`src/rtl/lcdstd_pkg.sv`:
```
// ----------------------------------------------------------------------------
// lcdstd_pkg
// Shared codes, screen templates and helper functions for the LCD screen
// template decoder.
// ----------------------------------------------------------------------------
package lcdstd_pkg;

	// Screen geometry of a 16x2 character display.
	localparam int SCREEN_LEN = 32;
	localparam int LINE_LEN   = 16;
	localparam int POS_W      = 5;

	// Special character codes.
	localparam logic [7:0] CH_WILD      = 8'h7E;
	localparam logic [7:0] CH_SPACE     = 8'h20;
	localparam logic [7:0] CH_ALT_SPACE = 8'h80;

	// Request codes.
	localparam logic [1:0] REQ_START = 2'd0;
	localparam logic [1:0] REQ_ADD   = 2'd1;
	localparam logic [1:0] REQ_PROC  = 2'd2;

	// Screen kinds.
	localparam logic [1:0] KIND_NONE   = 2'd0;
	localparam logic [1:0] KIND_OFF    = 2'd1;
	localparam logic [1:0] KIND_STATUS = 2'd2;
	localparam logic [1:0] KIND_SETPT  = 2'd3;

	// Tri-state flag codes shared by power, cooling and alarm.
	localparam logic [1:0] FLAG_NO      = 2'd0;
	localparam logic [1:0] FLAG_YES     = 2'd1;
	localparam logic [1:0] FLAG_UNKNOWN = 2'd2;

	localparam logic [7:0] VAL_UNKNOWN = 8'hFF;

	// Full-screen templates; the first character sits in the top byte.
	localparam logic [8*SCREEN_LEN-1:0] TPL_OFF =
		"Unit is OFF     by I/O key      ";
	localparam logic [8*SCREEN_LEN-1:0] TPL_STATUS =
		" ~~~F    ~~ %RH ~~~~~~~~~       ";

	// Short templates, padded to 16 characters at the end.
	localparam int SETPT_LEN   = 10;
	localparam int COOL_LEN    = 7;
	localparam int NOALARM_LEN = 9;
	localparam logic [8*LINE_LEN-1:0] TPL_SETPT   = {"TEMP SETPT", 48'h0};
	localparam logic [8*LINE_LEN-1:0] TPL_COOL    = {"COOLING", 72'h0};
	localparam logic [8*LINE_LEN-1:0] TPL_NOALARM = {"NO ALARMS", 56'h0};

	// Flags and decoded values handed from the matcher to the sequencer.
	typedef struct packed {
		logic       off_ok;
		logic       status_ok;
		logic       setpt_ok;
		logic       cool_ok;
		logic       noalarm_ok;
		logic [7:0] temp;
		logic [7:0] hum;
		logic [7:0] setpt;
	} match_t;

	// Character k of a full-screen template.
	function automatic logic [7:0] full_char(input logic [8*SCREEN_LEN-1:0] tpl,
		input logic [POS_W-1:0] k);
		return tpl[{~k, 3'b000} +: 8];
	endfunction

	// Character k of a padded short template.
	function automatic logic [7:0] short_char(input logic [8*LINE_LEN-1:0] tpl,
		input logic [3:0] k);
		return tpl[{~k, 3'b000} +: 8];
	endfunction

	// A tilde on either side matches anything; a space and 0x80 are alike.
	function automatic logic chars_match(input logic [7:0] x, input logic [7:0] y);
		logic m;
		m = (x == y) || (x == CH_WILD) || (y == CH_WILD)
			|| ((x == CH_SPACE) && (y == CH_ALT_SPACE))
			|| ((x == CH_ALT_SPACE) && (y == CH_SPACE));
		return m;
	endfunction

	// Two ASCII digits to a value, modulo 256: d0*10 + d1 - 528, and -528 = 240 mod 256.
	function automatic logic [7:0] two_digits(input logic [7:0] d0, input logic [7:0] d1);
		logic [7:0] v;
		v = {d0[4:0], 3'b000} + {d0[6:0], 1'b0} + d1 + 8'd240;
		return v;
	endfunction

endpackage

```
`src/rtl/lcd_screen_template_decoder_unit.sv`:
```
// ----------------------------------------------------------------------------
// lcd_screen_template_decoder_unit
// Collects sniffed LCD characters per thermostat unit and decodes finished
// screens against fixed templates into power, cooling, alarm and readings.
// ----------------------------------------------------------------------------
//  channel   | handshake             | payload
//  ----------+-----------------------+------------------------------------------
//  in        | in_valid / in_ready   | req_type, unit, char_code
//  out       | out_valid / out_ready | unit_out, screen_kind, power_state,
//            |                       | cooling_state, alarm_state, temperature,
//            |                       | humidity, setpoint
//
//  Start screen runs a 16-entry clearing sweep of the top line; process screen
//  takes the accept step, 32 buffer reads through the single memory read port,
//  the return of the last read data, then the status update.
//  Reset clears status to unknown and the buffer to zero at once.
//  One transaction is worked on at a time; a finished result waits in the output
//  register and holds the sequencer only if the previous result was not taken.
// ----------------------------------------------------------------------------
module lcd_screen_template_decoder_unit #(
	parameter int NUM_UNITS = 2
) (
	input  logic       clk,
	input  logic       arst_n,
	input  logic       in_valid,
	output logic       in_ready,
	input  logic [1:0] req_type,
	input  logic       unit,
	input  logic [7:0] char_code,
	output logic       out_valid,
	input  logic       out_ready,
	output logic       unit_out,
	output logic [1:0] screen_kind,
	output logic [1:0] power_state,
	output logic [1:0] cooling_state,
	output logic [1:0] alarm_state,
	output logic [7:0] temperature,
	output logic [7:0] humidity,
	output logic [7:0] setpoint
);
	import lcdstd_pkg::*;

	localparam int ADDR_W = $clog2(NUM_UNITS * SCREEN_LEN);
	localparam int UIDX_W = (NUM_UNITS > 1) ? $clog2(NUM_UNITS) : 1;

	localparam logic [1:0] ST_IDLE  = 2'd0;
	localparam logic [1:0] ST_CLEAR = 2'd1;
	localparam logic [1:0] ST_SCAN  = 2'd2;
	localparam logic [1:0] ST_DONE  = 2'd3;

	logic [1:0]       state_q;
	logic [1:0]       req_q;
	logic             unit_q;
	logic [5:0]       cnt_q;
	logic             rd_pend_s1;
	logic [POS_W-1:0] rd_pos_s1;

	logic [POS_W-1:0] write_pos_q [NUM_UNITS];
	logic [1:0]       power_q     [NUM_UNITS];
	logic [1:0]       cooling_q   [NUM_UNITS];
	logic [1:0]       alarm_q     [NUM_UNITS];
	logic [7:0]       temp_q      [NUM_UNITS];
	logic [7:0]       hum_q       [NUM_UNITS];
	logic [7:0]       setpt_q     [NUM_UNITS];

	logic             out_valid_q;
	logic             unit_out_q;
	logic [1:0]       kind_out_q, power_out_q, cooling_out_q, alarm_out_q;
	logic [7:0]       temp_out_q, hum_out_q, setpt_out_q;

	logic              accept, load;
	logic              in_range_in, in_range_q;
	logic [UIDX_W-1:0] uidx_in, uidx_q;
	logic              mem_we, mem_re;
	logic [ADDR_W-1:0] mem_waddr, mem_raddr;
	logic [7:0]        mem_wdata, mem_rdata;
	match_t            match;

	logic [1:0] nxt_kind, nxt_power, nxt_cooling, nxt_alarm;
	logic [7:0] nxt_temp, nxt_hum, nxt_setpt;

	assign in_ready    = (state_q == ST_IDLE);
	assign accept      = in_valid && in_ready;
	assign load        = (state_q == ST_DONE) && (!out_valid_q || out_ready);
	assign uidx_in     = UIDX_W'(unit);
	assign uidx_q      = UIDX_W'(unit_q);
	assign in_range_in = (int'(unit) < NUM_UNITS);
	assign in_range_q  = (int'(unit_q) < NUM_UNITS);

	// Buffer write port: an added character, or zeros during the top-line sweep.
	always_comb begin
		mem_we    = 1'b0;
		mem_waddr = ADDR_W'({unit_q, 1'b0, cnt_q[3:0]});
		mem_wdata = 8'h00;
		if (state_q == ST_CLEAR) begin
			mem_we = 1'b1;
		end else if (accept && (req_type == REQ_ADD) && in_range_in) begin
			mem_we    = 1'b1;
			mem_waddr = ADDR_W'({unit, write_pos_q[uidx_in]});
			mem_wdata = char_code;
		end
	end

	// Buffer read port walks the whole screen during a scan.
	assign mem_re    = (state_q == ST_SCAN) && !cnt_q[5];
	assign mem_raddr = ADDR_W'({unit_q, cnt_q[4:0]});

	lcdstd_screen_mem #(
		.NUM_UNITS(NUM_UNITS)
	) u_mem (
		.clk   (clk),
		.arst_n(arst_n),
		.we    (mem_we),
		.waddr (mem_waddr),
		.wdata (mem_wdata),
		.re    (mem_re),
		.raddr (mem_raddr),
		.rdata (mem_rdata)
	);

	lcdstd_tmpl_match u_match (
		.clk   (clk),
		.arst_n(arst_n),
		.clear (accept),
		.en    (rd_pend_s1),
		.pos   (rd_pos_s1),
		.ch    (mem_rdata),
		.result(match)
	);

	// Sequencer.
	always_ff @(posedge clk or negedge arst_n) begin
		if (!arst_n) begin
			state_q    <= ST_IDLE;
			req_q      <= REQ_START;
			unit_q     <= 1'b0;
			cnt_q      <= '0;
			rd_pend_s1 <= 1'b0;
			rd_pos_s1  <= '0;
		end else begin
			rd_pend_s1 <= mem_re;
			rd_pos_s1  <= cnt_q[4:0];
			case (state_q)
				ST_IDLE: begin
					if (accept) begin
						req_q  <= req_type;
						unit_q <= unit;
						cnt_q  <= '0;
						if (in_range_in && (req_type == REQ_START)) begin
							state_q <= ST_CLEAR;
						end else if (in_range_in && (req_type == REQ_PROC)) begin
							state_q <= ST_SCAN;
						end else begin
							state_q <= ST_DONE;
						end
					end
				end
				ST_CLEAR: begin
					cnt_q <= cnt_q + 6'd1;
					if (cnt_q[3:0] == 4'(LINE_LEN - 1)) begin
						state_q <= ST_DONE;
					end
				end
				ST_SCAN: begin
					if (!cnt_q[5]) begin
						cnt_q <= cnt_q + 6'd1;
					end
					if (rd_pend_s1 && (rd_pos_s1 == POS_W'(SCREEN_LEN - 1))) begin
						state_q <= ST_DONE;
					end
				end
				ST_DONE: begin
					if (load) begin
						state_q <= ST_IDLE;
					end
				end
				default: begin
					state_q <= ST_IDLE;
				end
			endcase
		end
	end

	// Status update from the match flags of a processed screen.
	always_comb begin
		nxt_kind    = KIND_NONE;
		nxt_power   = power_q[uidx_q];
		nxt_cooling = cooling_q[uidx_q];
		nxt_alarm   = alarm_q[uidx_q];
		nxt_temp    = temp_q[uidx_q];
		nxt_hum     = hum_q[uidx_q];
		nxt_setpt   = setpt_q[uidx_q];
		if (req_q == REQ_PROC) begin
			if (match.off_ok) begin
				nxt_power = FLAG_NO;
				nxt_kind  = KIND_OFF;
			end else begin
				nxt_power = FLAG_YES;
				if (match.status_ok) begin
					nxt_temp = match.temp;
					nxt_hum  = match.hum;
					if (match.cool_ok) begin
						nxt_cooling = FLAG_YES;
					end else if (match.noalarm_ok) begin
						nxt_alarm = FLAG_NO;
					end
					nxt_kind = KIND_STATUS;
				end else if (match.setpt_ok) begin
					nxt_setpt = match.setpt;
					nxt_kind  = KIND_SETPT;
				end
			end
		end
	end

	// Per-unit status and write position.
	always_ff @(posedge clk or negedge arst_n) begin
		if (!arst_n) begin
			for (int i = 0; i < NUM_UNITS; i++) begin
				write_pos_q[i] <= '0;
				power_q[i]     <= FLAG_UNKNOWN;
				cooling_q[i]   <= FLAG_UNKNOWN;
				alarm_q[i]     <= FLAG_UNKNOWN;
				temp_q[i]      <= VAL_UNKNOWN;
				hum_q[i]       <= VAL_UNKNOWN;
				setpt_q[i]     <= VAL_UNKNOWN;
			end
		end else begin
			if (accept && (req_type == REQ_ADD) && in_range_in) begin
				write_pos_q[uidx_in] <= write_pos_q[uidx_in] + 5'd1;
			end
			if ((state_q == ST_CLEAR) && (cnt_q[3:0] == 4'(LINE_LEN - 1))) begin
				write_pos_q[uidx_q] <= POS_W'(LINE_LEN);
			end
			if (load && in_range_q && (req_q == REQ_PROC)) begin
				power_q[uidx_q]   <= nxt_power;
				cooling_q[uidx_q] <= nxt_cooling;
				alarm_q[uidx_q]   <= nxt_alarm;
				temp_q[uidx_q]    <= nxt_temp;
				hum_q[uidx_q]     <= nxt_hum;
				setpt_q[uidx_q]   <= nxt_setpt;
			end
		end
	end

	// Output register; a unit outside the configured range reports unknowns.
	always_ff @(posedge clk or negedge arst_n) begin
		if (!arst_n) begin
			out_valid_q <= 1'b0;
		end else if (load) begin
			out_valid_q <= 1'b1;
		end else if (out_ready) begin
			out_valid_q <= 1'b0;
		end
	end

	always_ff @(posedge clk) begin
		if (load) begin
			unit_out_q <= unit_q;
			if (in_range_q) begin
				kind_out_q    <= nxt_kind;
				power_out_q   <= nxt_power;
				cooling_out_q <= nxt_cooling;
				alarm_out_q   <= nxt_alarm;
				temp_out_q    <= nxt_temp;
				hum_out_q     <= nxt_hum;
				setpt_out_q   <= nxt_setpt;
			end else begin
				kind_out_q    <= KIND_NONE;
				power_out_q   <= FLAG_UNKNOWN;
				cooling_out_q <= FLAG_UNKNOWN;
				alarm_out_q   <= FLAG_UNKNOWN;
				temp_out_q    <= VAL_UNKNOWN;
				hum_out_q     <= VAL_UNKNOWN;
				setpt_out_q   <= VAL_UNKNOWN;
			end
		end
	end

	assign out_valid     = out_valid_q;
	assign unit_out      = unit_out_q;
	assign screen_kind   = kind_out_q;
	assign power_state   = power_out_q;
	assign cooling_state = cooling_out_q;
	assign alarm_state   = alarm_out_q;
	assign temperature   = temp_out_q;
	assign humidity      = hum_out_q;
	assign setpoint      = setpt_out_q;

	// A decoded screen always leaves the power state known.
	a_kind_power_known: assert property (@(posedge clk) disable iff (!arst_n)
		(out_valid && (screen_kind != KIND_NONE)) |-> (power_state != FLAG_UNKNOWN))
		else $error("decoded screen reported with unknown power state");

	// The off screen reports power off.
	a_off_is_off: assert property (@(posedge clk) disable iff (!arst_n)
		(out_valid && (screen_kind == KIND_OFF)) |-> (power_state == FLAG_NO))
		else $error("off screen reported with power not off");

	// Buffer reads return only while a scan is running.
	a_read_in_scan: assert property (@(posedge clk) disable iff (!arst_n)
		rd_pend_s1 |-> (state_q == ST_SCAN))
		else $error("buffer read data outside of a scan");

	// The clearing sweep stays within the top line.
	a_clear_bound: assert property (@(posedge clk) disable iff (!arst_n)
		(state_q == ST_CLEAR) |-> (cnt_q < 6'(LINE_LEN)))
		else $error("top-line sweep ran past the line");

endmodule

```
`src/rtl/lcdstd_screen_mem.sv`:
```
// ----------------------------------------------------------------------------
// lcdstd_screen_mem
// Character buffer of all units, one write and one registered read port,
// with per-entry valid bits so that unwritten entries read as zero.
// ----------------------------------------------------------------------------
module lcdstd_screen_mem #(
	parameter int NUM_UNITS = 2
) (
	input  logic                                            clk,
	input  logic                                            arst_n,
	input  logic                                            we,
	input  logic [$clog2(NUM_UNITS*lcdstd_pkg::SCREEN_LEN)-1:0] waddr,
	input  logic [7:0]                                      wdata,
	input  logic                                            re,
	input  logic [$clog2(NUM_UNITS*lcdstd_pkg::SCREEN_LEN)-1:0] raddr,
	output logic [7:0]                                      rdata
);
	import lcdstd_pkg::*;

	localparam int DEPTH  = NUM_UNITS * SCREEN_LEN;

	logic [7:0]       mem [DEPTH];
	logic [DEPTH-1:0] valid_q;
	logic [7:0]       rd_data_q;
	logic             rd_valid_q;

	// Storage array and registered read.
	always_ff @(posedge clk) begin
		if (we) begin
			mem[waddr] <= wdata;
		end
		if (re) begin
			rd_data_q <= mem[raddr];
		end
	end

	// An entry becomes valid on its first write; reset restores all-zero content.
	always_ff @(posedge clk or negedge arst_n) begin
		if (!arst_n) begin
			valid_q    <= '0;
			rd_valid_q <= 1'b0;
		end else begin
			if (we) begin
				valid_q[waddr] <= 1'b1;
			end
			if (re) begin
				rd_valid_q <= valid_q[raddr];
			end
		end
	end

	assign rdata = rd_valid_q ? rd_data_q : 8'h00;

endmodule

```
`src/rtl/lcdstd_tmpl_match.sv`:
```
// ----------------------------------------------------------------------------
// lcdstd_tmpl_match
// Shared character compare unit: takes one buffer character per cycle while
// en is high, checks it against every template and captures the digit positions.
// ----------------------------------------------------------------------------
module lcdstd_tmpl_match (
	input  logic                                clk,
	input  logic                                arst_n,
	input  logic                                clear,
	input  logic                                en,
	input  logic [lcdstd_pkg::POS_W-1:0]        pos,
	input  logic [7:0]                          ch,
	output lcdstd_pkg::match_t                  result
);
	import lcdstd_pkg::*;

	logic       off_q, status_q, setpt_q, cool_q, noalarm_q;
	logic [7:0] d1_q, d2_q, d9_q, d10_q, d12_q, d13_q;
	logic       in_setpt, in_cool, in_noalarm;
	logic       m_off, m_status, m_setpt, m_cool, m_noalarm;

	// Which short templates cover this position.
	assign in_setpt   = !pos[4] && (pos[3:0] < 4'(SETPT_LEN));
	assign in_cool    = pos[4] && (pos[3:0] < 4'(COOL_LEN));
	assign in_noalarm = pos[4] && (pos[3:0] < 4'(NOALARM_LEN));

	// One compare per template for the current character.
	assign m_off     = chars_match(ch, full_char(TPL_OFF, pos));
	assign m_status  = chars_match(ch, full_char(TPL_STATUS, pos));
	assign m_setpt   = !in_setpt || chars_match(ch, short_char(TPL_SETPT, pos[3:0]));
	assign m_cool    = !in_cool || chars_match(ch, short_char(TPL_COOL, pos[3:0]));
	assign m_noalarm = !in_noalarm || chars_match(ch, short_char(TPL_NOALARM, pos[3:0]));

	// Running match flags.
	always_ff @(posedge clk or negedge arst_n) begin
		if (!arst_n) begin
			off_q     <= 1'b1;
			status_q  <= 1'b1;
			setpt_q   <= 1'b1;
			cool_q    <= 1'b1;
			noalarm_q <= 1'b1;
		end else if (clear) begin
			off_q     <= 1'b1;
			status_q  <= 1'b1;
			setpt_q   <= 1'b1;
			cool_q    <= 1'b1;
			noalarm_q <= 1'b1;
		end else if (en) begin
			off_q     <= off_q & m_off;
			status_q  <= status_q & m_status;
			setpt_q   <= setpt_q & m_setpt;
			cool_q    <= cool_q & m_cool;
			noalarm_q <= noalarm_q & m_noalarm;
		end
	end

	// Digit capture for temperature, humidity and set point.
	always_ff @(posedge clk) begin
		if (en) begin
			case (pos)
				5'd1: begin
					d1_q <= ch;
				end
				5'd2: begin
					d2_q <= ch;
				end
				5'd9: begin
					d9_q <= ch;
				end
				5'd10: begin
					d10_q <= ch;
				end
				5'd12: begin
					d12_q <= ch;
				end
				5'd13: begin
					d13_q <= ch;
				end
				default: begin
				end
			endcase
		end
	end

	assign result.off_ok     = off_q;
	assign result.status_ok  = status_q;
	assign result.setpt_ok   = setpt_q;
	assign result.cool_ok    = cool_q;
	assign result.noalarm_ok = noalarm_q;
	assign result.temp       = two_digits(d1_q, d2_q);
	assign result.hum        = two_digits(d9_q, d10_q);
	assign result.setpt      = two_digits(d12_q, d13_q);

endmodule

```
`config.mk`:
```
export PLATFORM = sky130hd
export DESIGN_NAME = lcd_screen_template_decoder_unit
export DESIGN_NICKNAME = d
export VERILOG_FILES = /design/src/rtl/lcdstd_pkg.sv /design/src/rtl/lcd_screen_template_decoder_unit.sv /design/src/rtl/lcdstd_screen_mem.sv /design/src/rtl/lcdstd_tmpl_match.sv
export SDC_FILE = /design/constraint.sdc
export NUM_CORES = 1
export LEC_CHECK = 0
export BUFFER_PORTS_ARGS = -buffer_cell sky130_fd_sc_hd__buf_2
export CAP_MARGIN = 20
export CORE_ASPECT_RATIO = 0.9
export CORE_MARGIN = 3
export CORE_UTILIZATION = 41
export DETAILED_ROUTE_END_ITERATION = 16
export HOLD_SLACK_MARGIN = 0.05
export PLACE_DENSITY = 0.56
export SKIP_CTS_REPAIR_TIMING = 1
export SKIP_LAST_GASP = 1
export SLEW_MARGIN = 30
export SYNTH_ARGS = -nofsm -noshare
export SYNTH_HDL_FRONTEND = slang
export SYNTH_HIERARCHICAL = 1
export SYNTH_SLANG_ARGS = --single-unit
```
`constraint.sdc`:
```
create_clock -name clk -period 3.4 [get_ports clk]
set_input_delay 0.51 -clock clk [delete_from_list [all_inputs] [get_ports clk]]
set_output_delay 0.51 -clock clk [all_outputs]
set_load 0.02 [all_outputs]
```
==> summary.txt <==
synthesized flop and latch total: 756
share of layout cells above drive strength 1: 0.322
Power Internal: 18.8 mW
FP Rows: 97
Initial Util: 0.415
Final Cell Area: 37,300 sq um
I/O Buffers: 49
Mapped Area: 32,400 sq um
TritonCTS Buffers: 81
total grt overflow: 0
WP data arrival: 3.49 ns
crit start category: register
drt first pass iters: 5
Layout Cells excl Fill: 3,156
Setup TNS: 0 ns
clk sinks: 756
Netlist cell types: 79
Max VDD drop: 0.000429 V
Die Area: 82,300 sq um
max_cap viols: 0
Setup crit end kind: register
synthesized area per cell: 17.2 sq um
residual DRC count: 0
DRT antenna net count: 0
htree depth: 3
Post-synth EDFFs: 598
Clock Skew: 0.0283 ns
Gate power share: 0.234
HP Class: in -> reg
global-route wire length before repair: 116 mm
pwr dens: 711 nW/um^2
pin count of the biggest net entering global routing: 70
dpl hpwl: 48.4 mm
commonest non-fill, non-tap cells in the layout: 598 x edfxtp_1, 169 x mux4_2, 120 x nor2_1
post-synthesis sequential area ratio: 0.680
clk root buf: clkbuf_16
unrepaired setup endpoints after global routing: true
CP Max Fanout: 16
Sw Ratio: 0.291
Boundary Pins: 50
Synthesized Nets: 1,961
die width: 302 um
fmax: 0.315 GHz
status: complete, no violations
critical-path cell list: inv_1 > ha_1 > nand4b_1 > nor2_1 > buf_4 > mux2_2 > nor2b_1 > nand2_2 > nor2_1 > buf_4
leakage power: 13.5 nW
CTS Buffer Depth: 3
Final GP Congestion: 0.866
CTS tree: built
nets@finish: 2,125
most common cell after layout, fill and taps aside: edfxtp_1
DP Cell Count: 3,002
Global Route Usage Sum: 0.189
Net Sw Power: 7.71 mW
routed wire length: 76.0 mm
die height: 272 um
Core Area: 78,000 sq um
Clk pwr share: 0.339
Post-synth ARST share: 0.209
area delta synth->final: 15.4%
final setup fails: 0
Post-DP Area: 34,600 sq um
Routed WL per cell: 24.1 um
fin crit share: 0.933
Most used DFF post-synth: edfxtp_1
Slowest cell on crit path: mux2_2
Reg power frac: 0.427
filler cell count: 6,574
Syn Inst Count: 1,883
vias per inst: 5.47
vias in the first global route: 17,600
Slew Limit Headroom: 0.416
Fin. Hold Viols: 0
clk_lat worst skew: 0.63 ns
clk slew on worst S/H paths: 0.06 ns
Least-Margin Pin Slew: 0.873 ns
CP Class: reg -> reg
Syn. warnings: 6
Iter 0 DRT Violations: 1,758
Crit path required time: 3.72 ns
Final Max Slew Viols: 0
routed vias: 17,300
CP max stage delay: 0.41 ns
Tmin final: 3.17 ns
initial antenna violation count: 0
metal layers:
metal	vias up	wire length [um]	global-route usage
li1	7589	-	-
met1	9060	36200	0.291
met2	506	33100	0.271
met3	115	4770	0.0408
met4	0	1880	0.0512
met5	-	0	0
sequential cells by signal, indices dropped and copies added, names as in the netlist, 4 cells and up:
signal	count
cnt_q	6
u_match/d1_q	7
alarm_q	4
cooling_q	4
rd_pos_s1	5
u_mem/mem	512
hum_q	16
setpt_q	16
u_mem/rd_data_q	8
temp_q	16
humidity	8
setpoint	8
u_match/d13_q	8
u_match/d2_q	8
u_mem/valid_q	64
u_match/d10_q	8
power_q	4
temperature	8
write_pos_q	10
u_match/d12_q	7
u_match/d9_q	7
worst max-delay path: cells and delay by family, from the launching register on:
| kind | cells | cell delay [ns] |
|---|---|---|
| adder cells (fa/ha/maj) | 1 | 0.26 |
| buffers and inverters | 3 | 0.55 |
| flip-flops | 1 | 0.40 |
| multiplexers | 1 | 0.41 |
| AND/OR/NAND/NOR | 5 | 1.24 |
path summary, 6_finish.rpt:
| kind | end | slack, ns | start | cells after the start |
|---|---|---|---|---|
| max | u_mem/mem[18][6] | 0.23 | state_q[0] | 10 |
| min | req_q[0] | 0.16 | req_type[0] | 2 |
| max reg2reg | u_mem/mem[18][6] | 0.23 | state_q[0] | 10 |
| min reg2reg | u_mem/valid_q[31] | 0.46 | u_mem/valid_q[31] | 1 |
| max in group asynchronous | u_mem/valid_q[38] | 1.98 | arst_n | 3 |
| min in group asynchronous | power_q[2] | 0.50 | arst_n | 2 |
cells in the mapped netlist (33+ instances only):
cell type	instances	area, sq um
clkbuf_1	33	124
mux4_2	169	3810
mux2_2	57	642
a21oi_1	39	195
xnor2_1	38	333
nand2_1	60	225
nor2_1	121	454
o21ai_0	44	220
dfrtp_1	99	2480
or2_2	71	444
dfstp_2	59	1550
mux2i_1	57	571
edfxtp_1	598	18000
ha_1	48	601
inv_1	59	221
cell type report:
type | instances | area [sq um] | area share
Inverter | 62 | 233 | 0.00624
Sequential cell | 756 | 22000 | 0.589
Antenna cell | 1 | 2.50 | 0.0000671
Tap cell | 1039 | 1300 | 0.0348
Timing Repair Buffer | 172 | 1390 | 0.0371
Clock inverter | 46 | 505 | 0.0135
Multi-Input combinational cell | 974 | 9660 | 0.259
Clock buffer | 106 | 2230 | 0.0599
stage by stage:
stage | power [mW] | hold slack [ns] | util | setup WS (ns)
2_1_floorplan | 15.5 | 0.214 | - | 0.0105
3_3_place_gp | 17.6 | 0.446 | 0.443 | 0.248
3_5_place_dp | 17.7 | 0.447 | 0.443 | 0.165
4_1_cts | 26.8 | -0.0647 | 0.478 | 0.139
5_1_grt | 27.7 | 0.156 | 0.478 | -0.0692
6_report | 26.5 | 0.160 | 0.478 | 0.227
power by group through the flow:
stage / Sequential (mW) / Combinational (mW) / Clock [mW]
6_report: 11.3 / 6.21 / 8.99
5_1_grt: 11.4 / 6.70 / 9.62
4_1_cts: 11.3 / 6.23 / 9.21
3_5_place_dp: 11.5 / 6.21 / 0
3_3_place_gp: 11.5 / 6.12 / 0
2_1_floorplan: 11.4 / 4.10 / 0
kinds of logic (layout without fill, tap and decap cells):
group | Yosys count | after routing | share of synthesized area
AO/OA/AOI/OAI | 168 | 168 | 0.0330
adder cells (fa/ha/maj) | 63 | 63 | 0.0278
other | 0 | 1 | 0
flip-flops | 756 | 756 | 0.680
multiplexers | 284 | 284 | 0.155
buffers and inverters | 153 | 386 | 0.0230
XOR/XNOR | 52 | 52 | 0.0141
AND/OR/NAND/NOR | 407 | 407 | 0.0670
Power figures use the tool's default switching activity.
